File: src/hw/rtl/sha256_pkg.sv
package sha256_pkg;

	// input and result words
	typedef struct packed {
		logic [7:0] data_byte;
		logic       byte_present;
		logic       last_byte;
	} msg_word_t;

	typedef struct packed {
		logic [31:0] digest_word;
		logic [2:0]  word_index;
		logic        last_word;
	} dig_word_t;

	// eight working or chaining words, element 0 is a / h0
	typedef logic [7:0][31:0] hash_arr_t;

	typedef enum logic [2:0] {
		ST_IDLE,
		ST_PAD,
		ST_COMP,
		ST_FIN,
		ST_OUT
	} state_t;

	// control toward the round unit
	typedef struct packed {
		logic load;
		logic step;
	} round_ctl_t;

	// control toward the block buffer / schedule
	typedef struct packed {
		logic       shift;
		logic [7:0] byte_val;
		logic       step;
	} sched_ctl_t;

	localparam logic [7:0] PAD_BYTE = 8'h80;
	localparam logic [5:0] LEN_POS = 6'd56;
	localparam logic [5:0] LAST_POS = 6'd63;
	localparam logic [5:0] LAST_RND = 6'd63;
	localparam logic [2:0] LAST_IDX = 3'd7;

	localparam logic [31:0] IV [8] = '{
		32'h6a09e667, 32'hbb67ae85, 32'h3c6ef372, 32'ha54ff53a,
		32'h510e527f, 32'h9b05688c, 32'h1f83d9ab, 32'h5be0cd19
	};

	localparam logic [31:0] RND_K [64] = '{
		32'h428a2f98, 32'h71374491, 32'hb5c0fbcf, 32'he9b5dba5,
		32'h3956c25b, 32'h59f111f1, 32'h923f82a4, 32'hab1c5ed5,
		32'hd807aa98, 32'h12835b01, 32'h243185be, 32'h550c7dc3,
		32'h72be5d74, 32'h80deb1fe, 32'h9bdc06a7, 32'hc19bf174,
		32'he49b69c1, 32'hefbe4786, 32'h0fc19dc6, 32'h240ca1cc,
		32'h2de92c6f, 32'h4a7484aa, 32'h5cb0a9dc, 32'h76f988da,
		32'h983e5152, 32'ha831c66d, 32'hb00327c8, 32'hbf597fc7,
		32'hc6e00bf3, 32'hd5a79147, 32'h06ca6351, 32'h14292967,
		32'h27b70a85, 32'h2e1b2138, 32'h4d2c6dfc, 32'h53380d13,
		32'h650a7354, 32'h766a0abb, 32'h81c2c92e, 32'h92722c85,
		32'ha2bfe8a1, 32'ha81a664b, 32'hc24b8b70, 32'hc76c51a3,
		32'hd192e819, 32'hd6990624, 32'hf40e3585, 32'h106aa070,
		32'h19a4c116, 32'h1e376c08, 32'h2748774c, 32'h34b0bcb5,
		32'h391c0cb3, 32'h4ed8aa4a, 32'h5b9cca4f, 32'h682e6ff3,
		32'h748f82ee, 32'h78a5636f, 32'h84c87814, 32'h8cc70208,
		32'h90befffa, 32'ha4506ceb, 32'hbef9a3f7, 32'hc67178f2
	};

	function automatic logic [31:0] rotr(input logic [31:0] x, input int unsigned amt);
		return (x >> amt) | (x << (32 - amt));
	endfunction

	function automatic logic [31:0] big_sig0(input logic [31:0] x);
		return rotr(x, 2) ^ rotr(x, 13) ^ rotr(x, 22);
	endfunction

	function automatic logic [31:0] big_sig1(input logic [31:0] x);
		return rotr(x, 6) ^ rotr(x, 11) ^ rotr(x, 25);
	endfunction

	function automatic logic [31:0] sml_sig0(input logic [31:0] x);
		return rotr(x, 7) ^ rotr(x, 18) ^ (x >> 3);
	endfunction

	function automatic logic [31:0] sml_sig1(input logic [31:0] x);
		return rotr(x, 17) ^ rotr(x, 19) ^ (x >> 10);
	endfunction

endpackage

File: src/hw/rtl/sha256_message_hasher.sv
// a word that does not fill a block is only stored in the block buffer; a word that fills
// the 64-byte block starts a compression (1 load, 64 rounds on the shared round unit, 1 add)
// last word: padding goes in at one byte per cycle, then each padded block is compressed
// (64 rounds, 1 add; one or two blocks), then 8 digest words, one per cycle while dig_ready is high
// throughput: one message word at a time, msg_ready is high only in the idle state
// reset: arst_n clears control state and loads the initial hash and a zero bit count
module sha256_message_hasher (
	input  logic                  clk,
	input  logic                  arst_n,
	input  logic                  msg_valid,
	output logic                  msg_ready,
	input  sha256_pkg::msg_word_t msg_word,
	output logic                  dig_valid,
	input  logic                  dig_ready,
	output sha256_pkg::dig_word_t dig_word
);

	sha256_pkg::state_t     state_q;
	sha256_pkg::state_t     state_nxt;
	sha256_pkg::hash_arr_t  cv_q;
	sha256_pkg::hash_arr_t  v;
	sha256_pkg::round_ctl_t rctl;
	sha256_pkg::sched_ctl_t sctl;
	logic [63:0] bit_cnt_q;
	logic [5:0]  fill_q;
	logic [5:0]  rnd_q;
	logic [2:0]  out_idx_q;
	logic        last_pend_q;
	logic        pad_mode_q;
	logic        sent80_q;
	logic        final_blk_q;
	logic        msg_acc;
	logic        dig_acc;
	logic [7:0]  pad_byte;
	logic [31:0] w_cur;

	assign msg_acc = msg_valid && msg_ready;
	assign dig_acc = dig_valid && dig_ready;

	sha256_sched u_sched (
		.clk   (clk),
		.ctl   (sctl),
		.w_cur (w_cur)
	);

	sha256_round u_round (
		.clk (clk),
		.ctl (rctl),
		.cv  (cv_q),
		.k   (sha256_pkg::RND_K[rnd_q]),
		.w   (w_cur),
		.v   (v)
	);

	// padding byte: marker, zero fill, or big-endian length in the final block
	always_comb begin
		if (!sent80_q) begin
			pad_byte = sha256_pkg::PAD_BYTE;
		end else if (final_blk_q && fill_q >= sha256_pkg::LEN_POS) begin
			pad_byte = bit_cnt_q[{~fill_q[2:0], 3'b000} +: 8];
		end else begin
			pad_byte = '0;
		end
	end

	// next state
	always_comb begin
		state_nxt = state_q;
		unique case (state_q)
			sha256_pkg::ST_IDLE: begin
				if (msg_valid) begin
					if (msg_word.byte_present && fill_q == sha256_pkg::LAST_POS) begin
						state_nxt = sha256_pkg::ST_COMP;
					end else if (msg_word.last_byte) begin
						state_nxt = sha256_pkg::ST_PAD;
					end
				end
			end
			sha256_pkg::ST_PAD: begin
				if (fill_q == sha256_pkg::LAST_POS) begin
					state_nxt = sha256_pkg::ST_COMP;
				end
			end
			sha256_pkg::ST_COMP: begin
				if (rnd_q == sha256_pkg::LAST_RND) begin
					state_nxt = sha256_pkg::ST_FIN;
				end
			end
			sha256_pkg::ST_FIN: begin
				if (pad_mode_q) begin
					state_nxt = final_blk_q ? sha256_pkg::ST_OUT : sha256_pkg::ST_PAD;
				end else begin
					state_nxt = last_pend_q ? sha256_pkg::ST_PAD : sha256_pkg::ST_IDLE;
				end
			end
			sha256_pkg::ST_OUT: begin
				if (dig_ready && out_idx_q == sha256_pkg::LAST_IDX) begin
					state_nxt = sha256_pkg::ST_IDLE;
				end
			end
			default: state_nxt = sha256_pkg::ST_IDLE;
		endcase
	end

	// outputs and unit control
	always_comb begin
		msg_ready = (state_q == sha256_pkg::ST_IDLE);
		dig_valid = (state_q == sha256_pkg::ST_OUT);
		sctl.shift = (msg_acc && msg_word.byte_present) || (state_q == sha256_pkg::ST_PAD);
		sctl.byte_val = (state_q == sha256_pkg::ST_PAD) ? pad_byte : msg_word.data_byte;
		sctl.step = (state_q == sha256_pkg::ST_COMP);
		rctl.load = sctl.shift && fill_q == sha256_pkg::LAST_POS;
		rctl.step = (state_q == sha256_pkg::ST_COMP);
		dig_word.digest_word = cv_q[out_idx_q];
		dig_word.word_index = out_idx_q;
		dig_word.last_word = (out_idx_q == sha256_pkg::LAST_IDX);
	end

	// state register
	always_ff @(posedge clk or negedge arst_n) begin
		if (!arst_n) begin
			state_q <= sha256_pkg::ST_IDLE;
		end else begin
			state_q <= state_nxt;
		end
	end

	// message bookkeeping, chaining value and output index
	always_ff @(posedge clk or negedge arst_n) begin
		if (!arst_n) begin
			for (int i = 0; i < 8; i++) begin
				cv_q[i] <= sha256_pkg::IV[i];
			end
			bit_cnt_q <= '0;
			fill_q <= '0;
			rnd_q <= '0;
			out_idx_q <= '0;
			last_pend_q <= 1'b0;
			pad_mode_q <= 1'b0;
			sent80_q <= 1'b0;
			final_blk_q <= 1'b0;
		end else begin
			unique case (state_q)
				sha256_pkg::ST_IDLE: begin
					if (msg_acc) begin
						last_pend_q <= msg_word.last_byte;
						if (msg_word.byte_present) begin
							bit_cnt_q <= bit_cnt_q + 64'd8;
							fill_q <= fill_q + 6'd1;
						end
					end
				end
				sha256_pkg::ST_PAD: begin
					pad_mode_q <= 1'b1;
					fill_q <= fill_q + 6'd1;
					if (!sent80_q) begin
						sent80_q <= 1'b1;
						final_blk_q <= (fill_q < sha256_pkg::LEN_POS);
					end
				end
				sha256_pkg::ST_COMP: begin
					rnd_q <= rnd_q + 6'd1;
				end
				sha256_pkg::ST_FIN: begin
					for (int i = 0; i < 8; i++) begin
						cv_q[i] <= cv_q[i] + v[i];
					end
					if (pad_mode_q) begin
						final_blk_q <= 1'b1;
					end
				end
				sha256_pkg::ST_OUT: begin
					if (dig_acc) begin
						out_idx_q <= out_idx_q + 3'd1;
						if (out_idx_q == sha256_pkg::LAST_IDX) begin
							for (int i = 0; i < 8; i++) begin
								cv_q[i] <= sha256_pkg::IV[i];
							end
							bit_cnt_q <= '0;
							fill_q <= '0;
							last_pend_q <= 1'b0;
							pad_mode_q <= 1'b0;
							sent80_q <= 1'b0;
							final_blk_q <= 1'b0;
						end
					end
				end
				default: ;
			endcase
		end
	end

endmodule

File: src/hw/rtl/sha256_sched.sv
module sha256_sched (
	input  logic                   clk,
	input  sha256_pkg::sched_ctl_t ctl,
	output logic [31:0]            w_cur
);

	// 64-byte block buffer, doubles as the 16-word schedule window
	logic [0:15][31:0] win_q;
	logic [511:0]      flat;
	logic [31:0]       w_new;

	assign flat = win_q;
	assign w_cur = win_q[0];

	// next schedule word from the window taps
	assign w_new = win_q[0] + sha256_pkg::sml_sig0(win_q[1]) + win_q[9]
		+ sha256_pkg::sml_sig1(win_q[14]);

	// bytes shift in big-endian; rounds shift out one word each
	always_ff @(posedge clk) begin
		if (ctl.shift) begin
			win_q <= {flat[503:0], ctl.byte_val};
		end else if (ctl.step) begin
			win_q <= {flat[479:0], w_new};
		end
	end

endmodule

File: src/hw/rtl/sha256_round.sv
module sha256_round (
	input  logic                   clk,
	input  sha256_pkg::round_ctl_t ctl,
	input  sha256_pkg::hash_arr_t  cv,
	input  logic [31:0]            k,
	input  logic [31:0]            w,
	output sha256_pkg::hash_arr_t  v
);

	sha256_pkg::hash_arr_t v_q;
	logic [31:0] t1;
	logic [31:0] t2;
	logic [31:0] ch;
	logic [31:0] maj;

	assign v = v_q;

	// one compression round
	always_comb begin
		ch = (v_q[4] & v_q[5]) ^ (~v_q[4] & v_q[6]);
		maj = (v_q[0] & v_q[1]) ^ (v_q[0] & v_q[2]) ^ (v_q[1] & v_q[2]);
		t1 = v_q[7] + sha256_pkg::big_sig1(v_q[4]) + ch + k + w;
		t2 = sha256_pkg::big_sig0(v_q[0]) + maj;
	end

	// working variables a..h
	always_ff @(posedge clk) begin
		if (ctl.load) begin
			v_q <= cv;
		end else if (ctl.step) begin
			v_q[0] <= t1 + t2;
			v_q[1] <= v_q[0];
			v_q[2] <= v_q[1];
			v_q[3] <= v_q[2];
			v_q[4] <= v_q[3] + t1;
			v_q[5] <= v_q[4];
			v_q[6] <= v_q[5];
			v_q[7] <= v_q[6];
		end
	end

endmodule

File: config.mk
export PLATFORM = sky130hd
export DESIGN_NAME = sha256_message_hasher
export DESIGN_NICKNAME = d
export VERILOG_FILES = /design/src/hw/rtl/sha256_pkg.sv /design/src/hw/rtl/sha256_message_hasher.sv /design/src/hw/rtl/sha256_sched.sv /design/src/hw/rtl/sha256_round.sv
export SDC_FILE = /design/constraint.sdc
export NUM_CORES = 2
export LEC_CHECK = 0
export ABC_CLOCK_PERIOD_IN_PS = 34900
export BUFFER_PORTS_ARGS = -buffer_cell sky130_fd_sc_hd__buf_2
export CORE_MARGIN = 5
export CORE_UTILIZATION = 33
export CTS_BUF_LIST = sky130_fd_sc_hd__clkbuf_8
export CTS_CLUSTER_DIAMETER = 80
export DETAILED_ROUTE_END_ITERATION = 16
export SKIP_LAST_GASP = 1
export SLEW_MARGIN = 20
export SYNTH_ARGS = -nofsm -noshare
export SYNTH_HDL_FRONTEND = slang
export SYNTH_SLANG_ARGS = --single-unit
File: constraint.sdc
create_clock -name clk -period 34.9 [get_ports clk]
set_input_delay 6.98 -clock clk [delete_from_list [all_inputs] [get_ports clk]]
set_output_delay 6.98 -clock clk [all_outputs]
set_load 0.05 [all_outputs]
==> key figures <==
Synthesis
  – Share of the synthesized area in the top cell type: between 30 and 40%
  – Leading cell types by total area after synthesis: edfxtp_1, nand2_1, dfrtp_1, ha_1, fa_1
  – Cell variety after synth: slightly below 90
  – #FFs+latches synth: around 1100
  – Register area share after synthesis: roughly two fifths
  – Yosys top cell by area: edfxtp_1
  – Number of synthesized flops with an enable pin: 768
  – Ys Warns: 0
  – Post-Synthesis Cells: between 7000 and 8000
  – Async set-or-reset flop fraction in the synthesized netlist: between 30% and 40%
  – Post-Syn Nets: 8411
  – Mapped cell area: 75480 um2
  – Average size of a mapped cell: 9.679 um2
  – Predominant post-synthesis flop cell: edfxtp_1

Clocking
  – CTS max path bufs: 3
  – Clock root cell: clkbuf_8
  – Worst-path clk slew: 0.06 ns
  – CTS buffer count: 200
  – CTS tree: built
  – H-tree levels: 4
  – Clock latency on the worst-skew pair: 0.98 ns
  – Clock Sink Count: ~1100
  – Resize count post-CTS: 0
  – Post-CTS Hold Fix Bufs: 0
  – Post-CTS setup buffer count: 0

Routing
  – DRT iter0 DRCs: between 6000 and 7000
  – DRT Wirelength: between 200000 and 250000 um
  – Antenna viol nets, final: 0
  – DR WL/cell: approximately 22 um
  – Vias per cell: around 5.4
  – First drt pass iteration count: 6
  – Vias: a little under 60000
  – DRC: 0

Place
  – IO Port Bufs: between 50 and 60
  – Routability cong.: slightly above 0.9
  – Placement Cell Area: approximately 79000 um2
  – DPL Wire Length: about 170000 um

STA
  – Final setup violation count: 0
  – Final Slew Violations: 0
  – Final worst path period need: around 11 ns
  – Endpoints failing hold: 0
  – Period utilization: between 30% and 40%
  – Max Fclk: between 90 and 100 MHz
  – RSZ-0062 raised after global routing: false
  – Final Skew: between 0.09 and 0.1 ns
  – Tightest Pin Transition: between 1 and 1.5 ns
  – WHS: approximately 0.48 ns
  – Max-Slew Margin vs Limit: between 20% and 30%
  – Final TNS setup: 0 ns

Cells and area
  – Final #Nets: 8287
  – Layout cells sized above 1: roughly 12%
  – Area grow syn2layout: 9.370%
  – Fillers: 22660
  – Layout Utilization: a little over a third
  – Post-Layout Inst Area: between 80000 and 90000 um2

Hold path
  – Worst Hold Class: reg2reg

Worst setup path
  – Crit path arrival time: just under 4 ns
  – Crit-path cells: buf_4 > mux4_2 > mux2_2 > buf_2
  – WP data required: roughly 28 ns
  – Crit end category: primary output
  – CP Buf/Inv Count: 2
  – Worst-path maximum fanout: 36
  – Slowest Stage Delay on Critical Path: about 0.86 ns
  – Worst setup SP type: register
  – CP Class: reg2out
  – Top delay family on crit path: multiplexers
  – CP max-delay cell: dfrtp_4

GRT
  – Overflow left after global routing: 0
  – Largest net degree at the start of global routing: between 200 and 300
  – Vias in the first global route: approximately 56000
  – Initial antenna violation count: 4
  – First-pass GRT wire length: 351100 um
  – Aggregate global-route resource usage: between 10% and 20%

Floorplan
  – Die extent in x: between 400 and 500 um
  – Core region area: ~230000 um2
  – Die ar.: 238400 um2
  – Initial Util: around 33%
  – I/O pin cnt: between 50 and 60
  – DIE HEIGHT: 488.2 um
  – Num rows: 175

Job
  – Max_cap viols: 0

Status
  – Status: completed
synthesized netlist by cell type (all sizes together), types with 32 or more instances:
cell type,count
a21oi,469
nand4,41
mux2i,32
and3,44
o31ai,35
mux4,81
a31oi,42
clkbuf,411
o21ai,491
nand2,1823
nand2b,72
xnor2,403
nand3,134
ha,403
a21o,170
edfxtp,768
nor3,113
dfstp,136
nor2b,48
a211oi,52
mux2,251
fa,196
o21a,51
nor2,361
xor2,229
dfrtp,202
inv,277
o21bai,52
buf,32
or3,48
kinds of logic after synthesis:
logic type | share of synthesized area, %
flip-flops | 41.99
adder cells (fa/ha/maj) | 12.17
multiplexers | 6.586
AO/OA/AOI/OAI | 12.87
buffers and inverters | 3.591
XOR/XNOR | 7.334
AND/OR/NAND/NOR | 15.46
stage by stage:
stage	setup WS [ns]	cells
2_1_floorplan	15.02	7798
3_3_place_gp	23.74	10480
3_5_place_dp	23.67	10480
4_1_cts	23.87	10850
5_1_grt	23.77	10860
6_report	23.98	10860
layout make-up:
cell class | instances | area (um2) | area share [%]
multi-input cells | 5971 | 41150 | 49.85
flip-flops and latches | 1106 | 31710 | 38.41
well taps | 3009 | 3765 | 4.561
clock buffers | 227 | 3124 | 3.785
inverters | 278 | 1044 | 1.264
repair buffers | 117 | 880.8 | 1.067
clock inverters | 146 | 865.8 | 1.049
diodes | 3 | 7.507 | 0.009094
cell usage in the layout (no fill, tap or decap), types with 43 or more instances in the layout:
cell type,synthesis,final
nor2b_1,48,48
o21ai_0,449,448
nand3_1,134,133
dfstp_2,136,136
buf_2,3,50
nor2_1,360,358
o21a_1,51,51
buf_4,0,57
fa_1,196,196
inv_1,275,347
or3_1,48,47
o21ai_1,42,43
mux2_2,251,251
nand2b_1,72,71
o21bai_1,52,52
edfxtp_1,768,768
clkbuf_8,0,227
ha_1,403,403
a21o_1,170,170
xnor2_1,403,403
a21oi_1,469,469
and3_1,44,43
a211oi_1,52,52
dfrtp_1,202,195
mux4_2,81,81
nor3_1,111,110
xor2_1,229,229
nand2_1,1822,1819
worst paths after layout:
| check | from | to | slack [ns] | depth (start not counted) |
|---|---|---|---|---|
| min in group asynchronous | arst_n | bit_cnt_q[53] | 5.95 | 1 |
| hold / removal | u_sched.flat[391] | u_sched.flat[423] | 0.48 | 2 |
| setup / recovery | out_idx_q[0] | dig_word[23] | 23.98 | 4 |
| max in group asynchronous | arst_n | rnd_q[4] | 27.55 | 2 |
| hold reg to reg | u_sched.flat[391] | u_sched.flat[423] | 0.48 | 2 |
| setup reg to reg | rnd_q[0] | u_round.v[31] | 24.71 | 32 |
per-layer routing:
layer | track usage [%] | up-vias | part of all wire, %
met5 | 0 | - | 0
met4 | 5.177 | 0 | 2.7
met3 | 4.161 | 374 | 8.1
met2 | 28.84 | 2169 | 44
met1 | 27.56 | 28910 | 45
li1 | - | 27100 | -
state kept, by name, summed over array words and instances, names as in the netlist:
register,flops
fill_q,6
u_sched.w_cur,32
u_sched.flat,480
last_pend_q,1
state_q,3
out_idx_q,3
u_round.v,256
bit_cnt_q,61
final_blk_q,1
cv_q,256
sent80_q,1
rnd_q,6
worst reg2reg max path, delay by kind of cell (launching register included):
kind | cells | cell delay, ns
AOI/OAI and AO/OA | 18 | 4.41
DFF | 1 | 0.33
buffers and inverters | 4 | 1.04
adders and majority gates | 6 | 3.06
xor gates and xnor gates | 2 | 0.50
and+or+nand+nor | 2 | 0.59
Power is left out: the tool's default activity adds up to more than one toggle a clock period on the data nets, which glitch-free logic cannot reach.
